==> src/hw/rtl/assert_macros.svh <==
// Assertion helpers shared by the RTL of the slot table.
// No dependencies; included by the modules that assert.
`ifndef ASSERT_MACROS_SVH
`define ASSERT_MACROS_SVH

// Property clocked on the rising edge, off while reset is high.
`define ASSERT_CLK(label, clk, rst, prop, msg) \
  label: assert property (@(posedge clk) disable iff (rst) (prop)) else $error(msg);

// Property checked at every edge, reset included.
`define ASSERT_ALWAYS(label, clk, prop, msg) \
  label: assert property (@(posedge clk) (prop)) else $error(msg);

`endif

==> src/hw/rtl/ost_pkg.sv <==
// Types and codes for the occupancy slot table.
// No dependencies; used by ost_store and occupancy_slot_table.
`default_nettype none

package ost_pkg;

  localparam int unsigned KIND_W   = 3;
  localparam int unsigned POS_W    = 5;
  localparam int unsigned VALUE_W  = 32;
  localparam int unsigned STATUS_W = 3;

  typedef enum logic [KIND_W-1:0] {
    REQ_CLEAR  = 3'd0,
    REQ_PUSH   = 3'd1,
    REQ_INSERT = 3'd2,
    REQ_UPDATE = 3'd3,
    REQ_SWAP   = 3'd4,
    REQ_REMOVE = 3'd5,
    REQ_READ   = 3'd6
  } req_kind_t;

  typedef enum logic [STATUS_W-1:0] {
    ST_OK       = 3'd0,
    ST_FULL     = 3'd1,
    ST_TAKEN    = 3'd2,
    ST_NOT_SET  = 3'd3,
    ST_NOT_INIT = 3'd4
  } status_t;

  typedef struct packed {
    logic [KIND_W-1:0]         req_type;
    logic [POS_W-1:0]          position;
    logic [POS_W-1:0]          position_b;
    logic signed [VALUE_W-1:0] value;
  } req_t;

  typedef struct packed {
    logic [STATUS_W-1:0]       status;
    logic signed [VALUE_W-1:0] read_value;
    logic [POS_W-1:0]          slot_used;
  } rsp_t;

endpackage

`default_nettype wire

==> src/hw/rtl/ost_first_free.sv <==
// Lowest-set-bit priority encoder over the free-slot vector.
// No package dependency; used by ost_store.
`default_nettype none

module ost_first_free #(
  parameter int unsigned TABLE_DEPTH = 32
) (
  input  wire logic [TABLE_DEPTH-1:0]         free,
  output logic                                any,
  output logic [$clog2(TABLE_DEPTH)-1:0]      idx
);

  localparam int unsigned IDX_W = $clog2(TABLE_DEPTH);

  logic [TABLE_DEPTH-1:0] lowest;

  // isolate the lowest set bit: x & -x
  assign lowest = free & (~free + {{(TABLE_DEPTH-1){1'b0}}, 1'b1});
  assign any    = |free;

  // one-hot to binary: each index bit ORs the entries that carry it
  always_comb begin
    idx = '0;
    for (int b = 0; b < IDX_W; b++) begin
      for (int i = 0; i < TABLE_DEPTH; i++) begin
        if (((i >> b) & 1) == 1) begin
          idx[b] = idx[b] | lowest[i];
        end
      end
    end
  end

endmodule

`default_nettype wire

==> src/hw/rtl/ost_store.sv <==
// Slot storage, occupancy bits and the request decode that acts on them.
// Depends on ost_pkg, ost_first_free and assert_macros.svh.
`default_nettype none
`include "assert_macros.svh"

module ost_store #(
  parameter int unsigned TABLE_DEPTH = 32
) (
  input  wire logic          clk,
  input  wire logic          rst,
  input  wire logic          exec,
  input  wire ost_pkg::req_t req,
  output ost_pkg::rsp_t      rsp
);

  localparam int unsigned IDX_W = $clog2(TABLE_DEPTH);

  logic [ost_pkg::VALUE_W-1:0] data [TABLE_DEPTH];
  logic [TABLE_DEPTH-1:0]      used;
  logic [TABLE_DEPTH-1:0]      used_next;
  logic                        initialized;
  logic                        initialized_next;

  logic                        ff_any;
  logic [IDX_W-1:0]            ff_idx;

  logic                        in_a, in_b, used_a, used_b;
  logic [IDX_W-1:0]            ia, ib;
  logic                        wr_a, wr_b;
  logic [IDX_W-1:0]            wr_a_addr;
  logic [ost_pkg::VALUE_W-1:0] wr_a_data, wr_b_data;
  logic                        value_nz;

  ost_first_free #(.TABLE_DEPTH(TABLE_DEPTH)) u_first_free (
    .free (~used),
    .any  (ff_any),
    .idx  (ff_idx)
  );

  assign ia       = IDX_W'(req.position);
  assign ib       = IDX_W'(req.position_b);
  assign in_a     = 32'(req.position) < 32'(TABLE_DEPTH);
  assign in_b     = 32'(req.position_b) < 32'(TABLE_DEPTH);
  assign used_a   = in_a && used[ia];
  assign used_b   = in_b && used[ib];
  assign value_nz = req.value != '0;

  // a slot whose occupancy bit is low reads as zero, so clear needs no sweep
  always_comb begin
    rsp.status       = ost_pkg::ST_OK;
    rsp.read_value   = '0;
    rsp.slot_used    = req.position;
    used_next        = used;
    initialized_next = initialized;
    wr_a             = 1'b0;
    wr_a_addr        = ia;
    wr_a_data        = req.value;
    wr_b             = 1'b0;
    wr_b_data        = data[ia];
    if (req.req_type == ost_pkg::REQ_CLEAR) begin
      used_next        = '0;
      initialized_next = 1'b1;
    end else if (!initialized) begin
      rsp.status = ost_pkg::ST_NOT_INIT;
    end else begin
      case (req.req_type)
        ost_pkg::REQ_PUSH: begin
          if (ff_any) begin
            wr_a              = 1'b1;
            wr_a_addr         = ff_idx;
            used_next[ff_idx] = value_nz;
            rsp.slot_used     = ost_pkg::POS_W'(ff_idx);
          end else begin
            rsp.status = ost_pkg::ST_FULL;
          end
        end
        ost_pkg::REQ_INSERT: begin
          if (!in_a) begin
            rsp.status = ost_pkg::ST_NOT_SET;
          end else if (used_a) begin
            rsp.status = ost_pkg::ST_TAKEN;
          end else begin
            wr_a          = 1'b1;
            used_next[ia] = value_nz;
          end
        end
        ost_pkg::REQ_UPDATE: begin
          if (!used_a) begin
            rsp.status = ost_pkg::ST_NOT_SET;
          end else begin
            wr_a          = 1'b1;
            used_next[ia] = value_nz;
          end
        end
        ost_pkg::REQ_SWAP: begin
          // both slots in use, so occupancy bits stay as they are
          if (!used_a || !used_b) begin
            rsp.status = ost_pkg::ST_NOT_SET;
          end else begin
            wr_a      = 1'b1;
            wr_a_data = data[ib];
            wr_b      = 1'b1;
          end
        end
        ost_pkg::REQ_REMOVE: begin
          if (!used_a) begin
            rsp.status = ost_pkg::ST_NOT_SET;
          end else begin
            used_next[ia] = 1'b0;
          end
        end
        ost_pkg::REQ_READ: begin
          if (!in_a) begin
            rsp.status = ost_pkg::ST_NOT_SET;
          end else if (used_a) begin
            rsp.read_value = data[ia];
          end
        end
        default: begin
        end
      endcase
    end
  end

  always_ff @(posedge clk) begin
    if (rst) begin
      used        <= '0;
      initialized <= 1'b0;
    end else if (exec) begin
      used        <= used_next;
      initialized <= initialized_next;
    end
  end

  always_ff @(posedge clk) begin
    if (exec && wr_a) begin
      data[wr_a_addr] <= wr_a_data;
    end
    if (exec && wr_b) begin
      data[ib] <= wr_b_data;
    end
  end

  `ASSERT_CLK(a_clear_empties, clk, rst,
              (exec && req.req_type == ost_pkg::REQ_CLEAR) |=> (initialized && used == '0),
              "clear did not empty the table")
  `ASSERT_CLK(a_uninit_frozen, clk, rst,
              (exec && !initialized && req.req_type != ost_pkg::REQ_CLEAR) |=> $stable(used),
              "table changed before first clear")
  `ASSERT_CLK(a_full_means_all_used, clk, rst,
              (exec && rsp.status == ost_pkg::ST_FULL) |-> (used == '1),
              "full reported with a free slot")

endmodule

`default_nettype wire

==> src/hw/rtl/occupancy_slot_table.sv <==
// Top level of the occupancy slot table: request register, store, result register.
// Depends on ost_pkg, ost_store and assert_macros.svh.
//
//   channel | direction | word          | handshake
//   --------+-----------+---------------+--------------------------
//   req     | in        | ost_pkg::req_t | req_valid / req_stall
//   rsp     | out       | ost_pkg::rsp_t | rsp_valid / rsp_stall
//
// One request per cycle sustained while rsp_stall is low. A request is
// accepted into the request register, executes against the flop store and
// the first-free encoder, and lands in the result register, where rsp_valid
// marks its result word. Reset (rst, synchronous) empties both registers
// and leaves the table uninitialized; no clearing pass is needed. A stalled
// result holds the pipe: req_stall rises only when a request waits and the
// result is stuck.
`default_nettype none
`include "assert_macros.svh"

module occupancy_slot_table #(
  parameter int unsigned TABLE_DEPTH = 32
) (
  input  wire logic          clk,
  input  wire logic          rst,
  input  wire logic          req_valid,
  output logic               req_stall,
  input  wire ost_pkg::req_t req,
  output logic               rsp_valid,
  input  wire logic          rsp_stall,
  output ost_pkg::rsp_t      rsp
);

  ost_pkg::req_t held;
  logic          held_valid;
  ost_pkg::rsp_t result;
  logic          advance;
  logic          req_take;

  // the held request executes whenever the result register can take its answer
  assign advance   = held_valid && (!rsp_valid || !rsp_stall);
  assign req_stall = held_valid && !advance;
  assign req_take  = req_valid && !req_stall;

  ost_store #(.TABLE_DEPTH(TABLE_DEPTH)) u_store (
    .clk  (clk),
    .rst  (rst),
    .exec (advance),
    .req  (held),
    .rsp  (result)
  );

  always_ff @(posedge clk) begin
    if (rst) begin
      held_valid <= 1'b0;
      rsp_valid  <= 1'b0;
    end else begin
      if (req_take) begin
        held_valid <= 1'b1;
      end else if (advance) begin
        held_valid <= 1'b0;
      end
      if (advance) begin
        rsp_valid <= 1'b1;
      end else if (!rsp_stall) begin
        rsp_valid <= 1'b0;
      end
    end
  end

  // payload registers, no reset
  always_ff @(posedge clk) begin
    if (req_take) begin
      held <= req;
    end
    if (advance) begin
      rsp <= result;
    end
  end

  `ASSERT_CLK(a_stall_only_when_busy, clk, rst,
              req_stall |-> (held_valid && rsp_valid),
              "request stalled with room in the pipe")
  `ASSERT_CLK(a_advance_fills_result, clk, rst,
              advance |=> rsp_valid,
              "executed request produced no result")
  `ASSERT_CLK(a_no_drop_on_stall, clk, rst,
              (held_valid && !advance) |=> (held_valid && $stable(held)),
              "waiting request lost")

endmodule

`default_nettype wire
==> config.mk <==
export PLATFORM = sky130hd
export DESIGN_NAME = occupancy_slot_table
export DESIGN_NICKNAME = d
export VERILOG_FILES = /design/src/hw/rtl/ost_pkg.sv /design/src/hw/rtl/ost_first_free.sv /design/src/hw/rtl/ost_store.sv /design/src/hw/rtl/occupancy_slot_table.sv
export VERILOG_INCLUDE_DIRS = /design/src /design/src/hw/rtl
export SDC_FILE = /design/constraint.sdc
export NUM_CORES = 2
export LEC_CHECK = 0
export ABC_CLOCK_PERIOD_IN_PS = 13500
export BUFFER_PORTS_ARGS = -buffer_cell sky130_fd_sc_hd__buf_2
export CORE_UTILIZATION = 66
export CTS_BUF_LIST = sky130_fd_sc_hd__clkbuf_16
export DETAILED_ROUTE_END_ITERATION = 10
export PLACE_DENSITY = 0.83
export SYNTH_ARGS = -nofsm -noshare
export SYNTH_HDL_FRONTEND = slang
export SYNTH_SLANG_ARGS = --single-unit
==> constraint.sdc <==
create_clock -name clk -period 13.5 [get_ports clk]
set_input_delay 3.375 -clock clk [delete_from_list [all_inputs] [get_ports clk]]
set_output_delay 3.375 -clock clk [all_outputs]
set_load 0.02 [all_outputs]
Word level (Yosys, flattened, before mapping)
Memories as Yosys holds them, arrays and structs flattened. A register that Yosys moved wholly into a read port is not among the register bits.
Index checks and enable logic that the tools add are counted.
Operators by class
  bitwise gates (word level): 83
  reductions and logical operators: 26
  order comparisons: 5
  mux-type cells: 53
  $add $sub $neg: 1
  eq/ne operators: 11
Operators by type and width (number)
  $mux W32: 10
  $pmux W32 S4: 1
  $not A32 Y32: 3
  $or A1 B1 Y1: 75
  $and A32 B32 Y32: 2
  $bwmux W32: 2
  $mux W5: 8
  $add A32 B1 Y32 const B: 1
  $reduce_bool A32 Y1: 1
  $reduce_or A32 Y1: 1
  $mux W1: 22
  $lt A5 B6 Y1 const B: 3
  $pmux W3 S4: 1
  $bmux W1 S5: 2
  $demux W1 S5: 2
  $ge A5 B1 Y1 const B: 2
  $eq A3 B3 Y1 const B: 3
  $ne A3 B1 Y1 const B: 3
  $logic_and A1 B1 Y1: 7
  $reduce_and A7 Y1: 1
  $eq A3 B2 Y1 const B: 2
  $logic_not A1 Y1: 6
  $mux W2: 3
  $reduce_bool A5 Y1: 1
  12 further kinds: 17
Storage, ports and cells
  memories: 1
  logic and storage cells: 192
  memory bits (writable): 1024
  input port bits: 49
  register bits after elaboration: 120
Memory list
  u_store.data: words 32, width 32, rd ports 2, clocked after memory_dff 2, write ports 2, line ost_store.sv:18  | logic [ost_pkg::VALUE_W-1:0] data [TABLE_DEPTH];

Logic depth before layout (Yosys ltp)
  depth after elaboration: 28
  mapped depth: 16
  mapped depth without buffers: 9

Hierarchy
Synthesis repeated with hierarchy kept, for this count alone.
Unflattened totals
  cells, all modules: 4923
  area total of the unflattened synthesis: 69142.6 µm²
By module, submodules not included
  ost_store: area an instance 65967.0 µm², sequential area each 31410.1 µm², instances 1, cells each 4735
  occupancy_slot_table: area an instance 2638.8 µm², sequential area each 2592.5 µm², instances 1, cells each 95
  ost_first_free: area an instance 536.8 µm², sequential area each 0.0 µm², instances 1, cells each 93

Worst setup path before layout
OpenSTA, ideal clock, no wires.
  path type: input to register
  start point: input rsp_stall
  end point: memory u_store.data[22][0] in the netlist's numbering (enable)
  buffers on the path: 0
  data arrival time: 7.717 ns
  setup slack: 5.317 ns
  stages: 9
  setup time: 0.466 ns
  cells stage by stage: nand2_1 > nand2_1 > inv_1 > and3_1 > nand4_1 > o31a_1 > a21boi_0 > nand3b_1 > o21ai_0
RTL lines
  start: declaration: line occupancy_slot_table.sv:28  | input wire logic rsp_stall,
  end: declaration: line ost_store.sv:18

==> results_dict.tcl <==
set metrics [dict create \
    outcome "completed" \
    criticalPathCategory "in2reg" \
    dp_cells 5068 \
    drt_iter0_drc 7936 \
    synth.largest_area_cell "edfxtp_1" \
    postCtsSetupBuffers 0 \
    async_flop_share_pct 0 \
    path_buf_inv 4 \
    max_freq_ghz 0.131 \
    slowest_stage "o21ai_4" \
    p_leak_nw 29.9 \
    place.detailed.hpwl_mm 132 \
    synth_cells 4095 \
    cts_buffers 120 \
    boundaryPins 91 \
    finalNonFillerCells 5294 \
    post-synth-top-count-cell "mux2i_1" \
    area_growth_pct 7.88 \
    grt_setup_unrepaired "no" \
    cp-start-kind "primary input" \
    cts.sinks 1154 \
    synth_ff_type "edfxtp_1" \
    fill_cells 6076 \
    whs_ns 0.522 \
    cts_hold_buf 0 \
    grt_usage_pct 42.7 \
    max-clock-path-buffers 3 \
    grt_antenna_before_repair 11 \
    final_nets 3952 \
    synth-seq-cells 1154 \
    fin_crit_sh_pct 56.6 \
    grt_first_pass_wirelength_mm 307 \
    route.detailed.drc 0 \
    core_sq_um 99000 \
    slew_violations 0 \
    dieWidth_microns 319 \
    cts_root_buffer "clkbuf_16" \
    synth_seq_area_share_pct 51.6 \
    power_w 0.00854 \
    viasPerCell 8.21 \
    cp_cell_sequence "buf_2 > nand2_1 > nand2_1 > clkinv_2 > buf_4 > and3_1 > nand4_1 > o31a_1 > a21boi_0 > nand3_1 > o21ai_4 > buf_4" \
    clk_pin_slew_ns 0.06 \
    fp-row-count 115 \
    max-slew-margin-rel_pct 10.5 \
    skew_ns 0.0310 \
    ctsHtreeMaxLevel 3 \
    grt_max_degree 123 \
    ctsResizeCount 0 \
    grt-ovfl-total 0 \
    dieArea_sq_um 102000 \
    port-buffer-count 90 \
    ant_nets 0 \
    path_max_fanout 32 \
    crit_arrival_ns 8.03 \
    dr.pass1.iters 6 \
    finalSetupViolations 0 \
    grt_pass1_vias 42200 \
    multi_input_area_sq_um 30600 \
    setup_tns_ns 0 \
    die_h_microns 319 \
    worst_slack_ns 5.86 \
    tightestPinTransition_ns 1.32 \
    vias 43500 \
    gp_congestion 0.958 \
    syn-num-nets 4144 \
    power.density_nw_per_um2 119 \
    dp_slack_ns 5.32 \
    cpPeakStageDelay_ns 0.97 \
    fin_crit_ns 7.64 \
    insertion_delay_ns 0.73 \
    synth.distinct_cells 69 \
    cts_tree "yes" \
    layout-drive-gt1-share_pct 29.5 \
    yosysWarnings 0 \
    hold_class "reg2reg" \
    synth_area_sq_um 66300 \
    ir_worst_vdd_mv 0.116 \
    synth_area_leaders "edfxtp_1 (50%), mux4_2 (22%), mux2i_1 (17%), clkbuf_1 (1.4%), dfxtp_1 (1.4%)" \
    detail_route.wl_per_cell_microns 40.7 \
    cap_viol_max_count 0 \
    avgSynthCellArea_sq_um 16.2 \
    synth_commonest_cells "mux2i_1 (1121), edfxtp_1 (1109), mux4_2 (648)" \
    synth_top_area_share_pct 50.2 \
    start_util_pct 67.0 \
    synth_edf_count 1109 \
    required_ns 13.89 \
    finalHoldViolations 0 \
    wl_mm 215 \
    regArea_sq_um 34200 \
    endpoint_kind "register" \
    cp_top_family "compound AO/OA/AOI/OAI gates" \
]
==> power by group <==
group / switching, W / total (W) / internal, W
clock: 0.00145 / 0.00330 / 0.00185
combinational: 0.000758 / 0.00123 / 0.000476
sequential: 0.0000724 / 0.00401 / 0.00394
==> worst register-to-register path: stages (launching register included) <==
cell,delay (ns)
dfxtp_1,0.57
nand4_1,0.46
nor4_1,0.78
nand4_1,0.23
and4_1,0.24
a22oi_1,0.55
a21boi_0,0.78
nand3_1,0.52
o21ai_4,0.98
buf_4,0.43
==> registers in the layout, indices dropped and copies added (netlist names), named ones only <==
signal	count
held	45
held_valid	1
rsp	40
rsp_valid	1
u_store.data	1024
u_store.initialized	1
u_store.used	32
==> final timing paths <==
check,cells past startpoint,endpoint,startpoint,slack (ns)
max,12,u_store.data[23][7],rsp_stall,5.86
max reg2reg,9,u_store.data[23][7],u_store.used[2],7.65
min reg2reg,2,rsp_valid,held_valid,0.52
min,2,rsp_valid,held_valid,0.52
==> per-layer routing <==
layer / track usage (%) / wire length (microns)
met4: 25.2 / 15300
met1: 56.0 / 70200
met5: 0 / 101
met2: 63.1 / 96300
met3: 13.4 / 33500
==> cells by family after synthesis <==
logic type	after synthesis	share of synthesized area [%]
AOI/OAI and AO/OA	256	2.41
xor gates and xnor gates	2	0.0264
buffers and inverters	521	3.83
DFF	1154	51.6
muxes	1786	39.2
and+or+nand+nor	376	2.96
==> layout make-up <==
class                   count  share of cell area [%]
flip-flops and latches   1154                    47.9
multi-input cells        2420                    42.7
clock buffers             123                    4.30
well taps                1287                    2.25
repair buffers            190                    1.77
clock inverters            98                    1.03
inverters                  17                  0.0909
diodes                      5                  0.0175
==> through the flow <==
step                utilization, %  area [sq um]
global route                  72.3         71500
CTS                           72.3         71500
floorplan                        -         66300
global placement              68.4         67700
detailed placement            68.4         67700
finish                        72.3         71600
==> cells in the final DEF (no fill, tap or decap), types with 9 or more instances in the layout <==
cell,netlist,final
edfxtp_1,1109,1109
mux2i_1,1121,1089
mux4_2,648,648
clkbuf_16,0,123
nor2_1,110,110
buf_4,1,95
buf_2,152,90
nand2_1,85,69
a21oi_1,85,51
inv_1,17,38
o21ai_0,67,35
dfxtp_1,45,35
mux2i_2,0,32
nand2_4,16,32
o21ai_4,0,32
a21oi_4,0,30
clkinv_1,0,30
nand3_1,28,28
clkinv_2,0,27
nor3_1,25,25
nand2b_1,21,21
nor4_1,18,17
mux2_2,17,17
nand4_1,11,11
o31ai_1,11,11
a22o_1,11,11
bufinv_16,0,11
dfxtp_4,0,10
and4_1,9,9
nor2b_1,9,9
a31oi_1,9,9
Note: power is estimated with default switching activity, not from simulation.
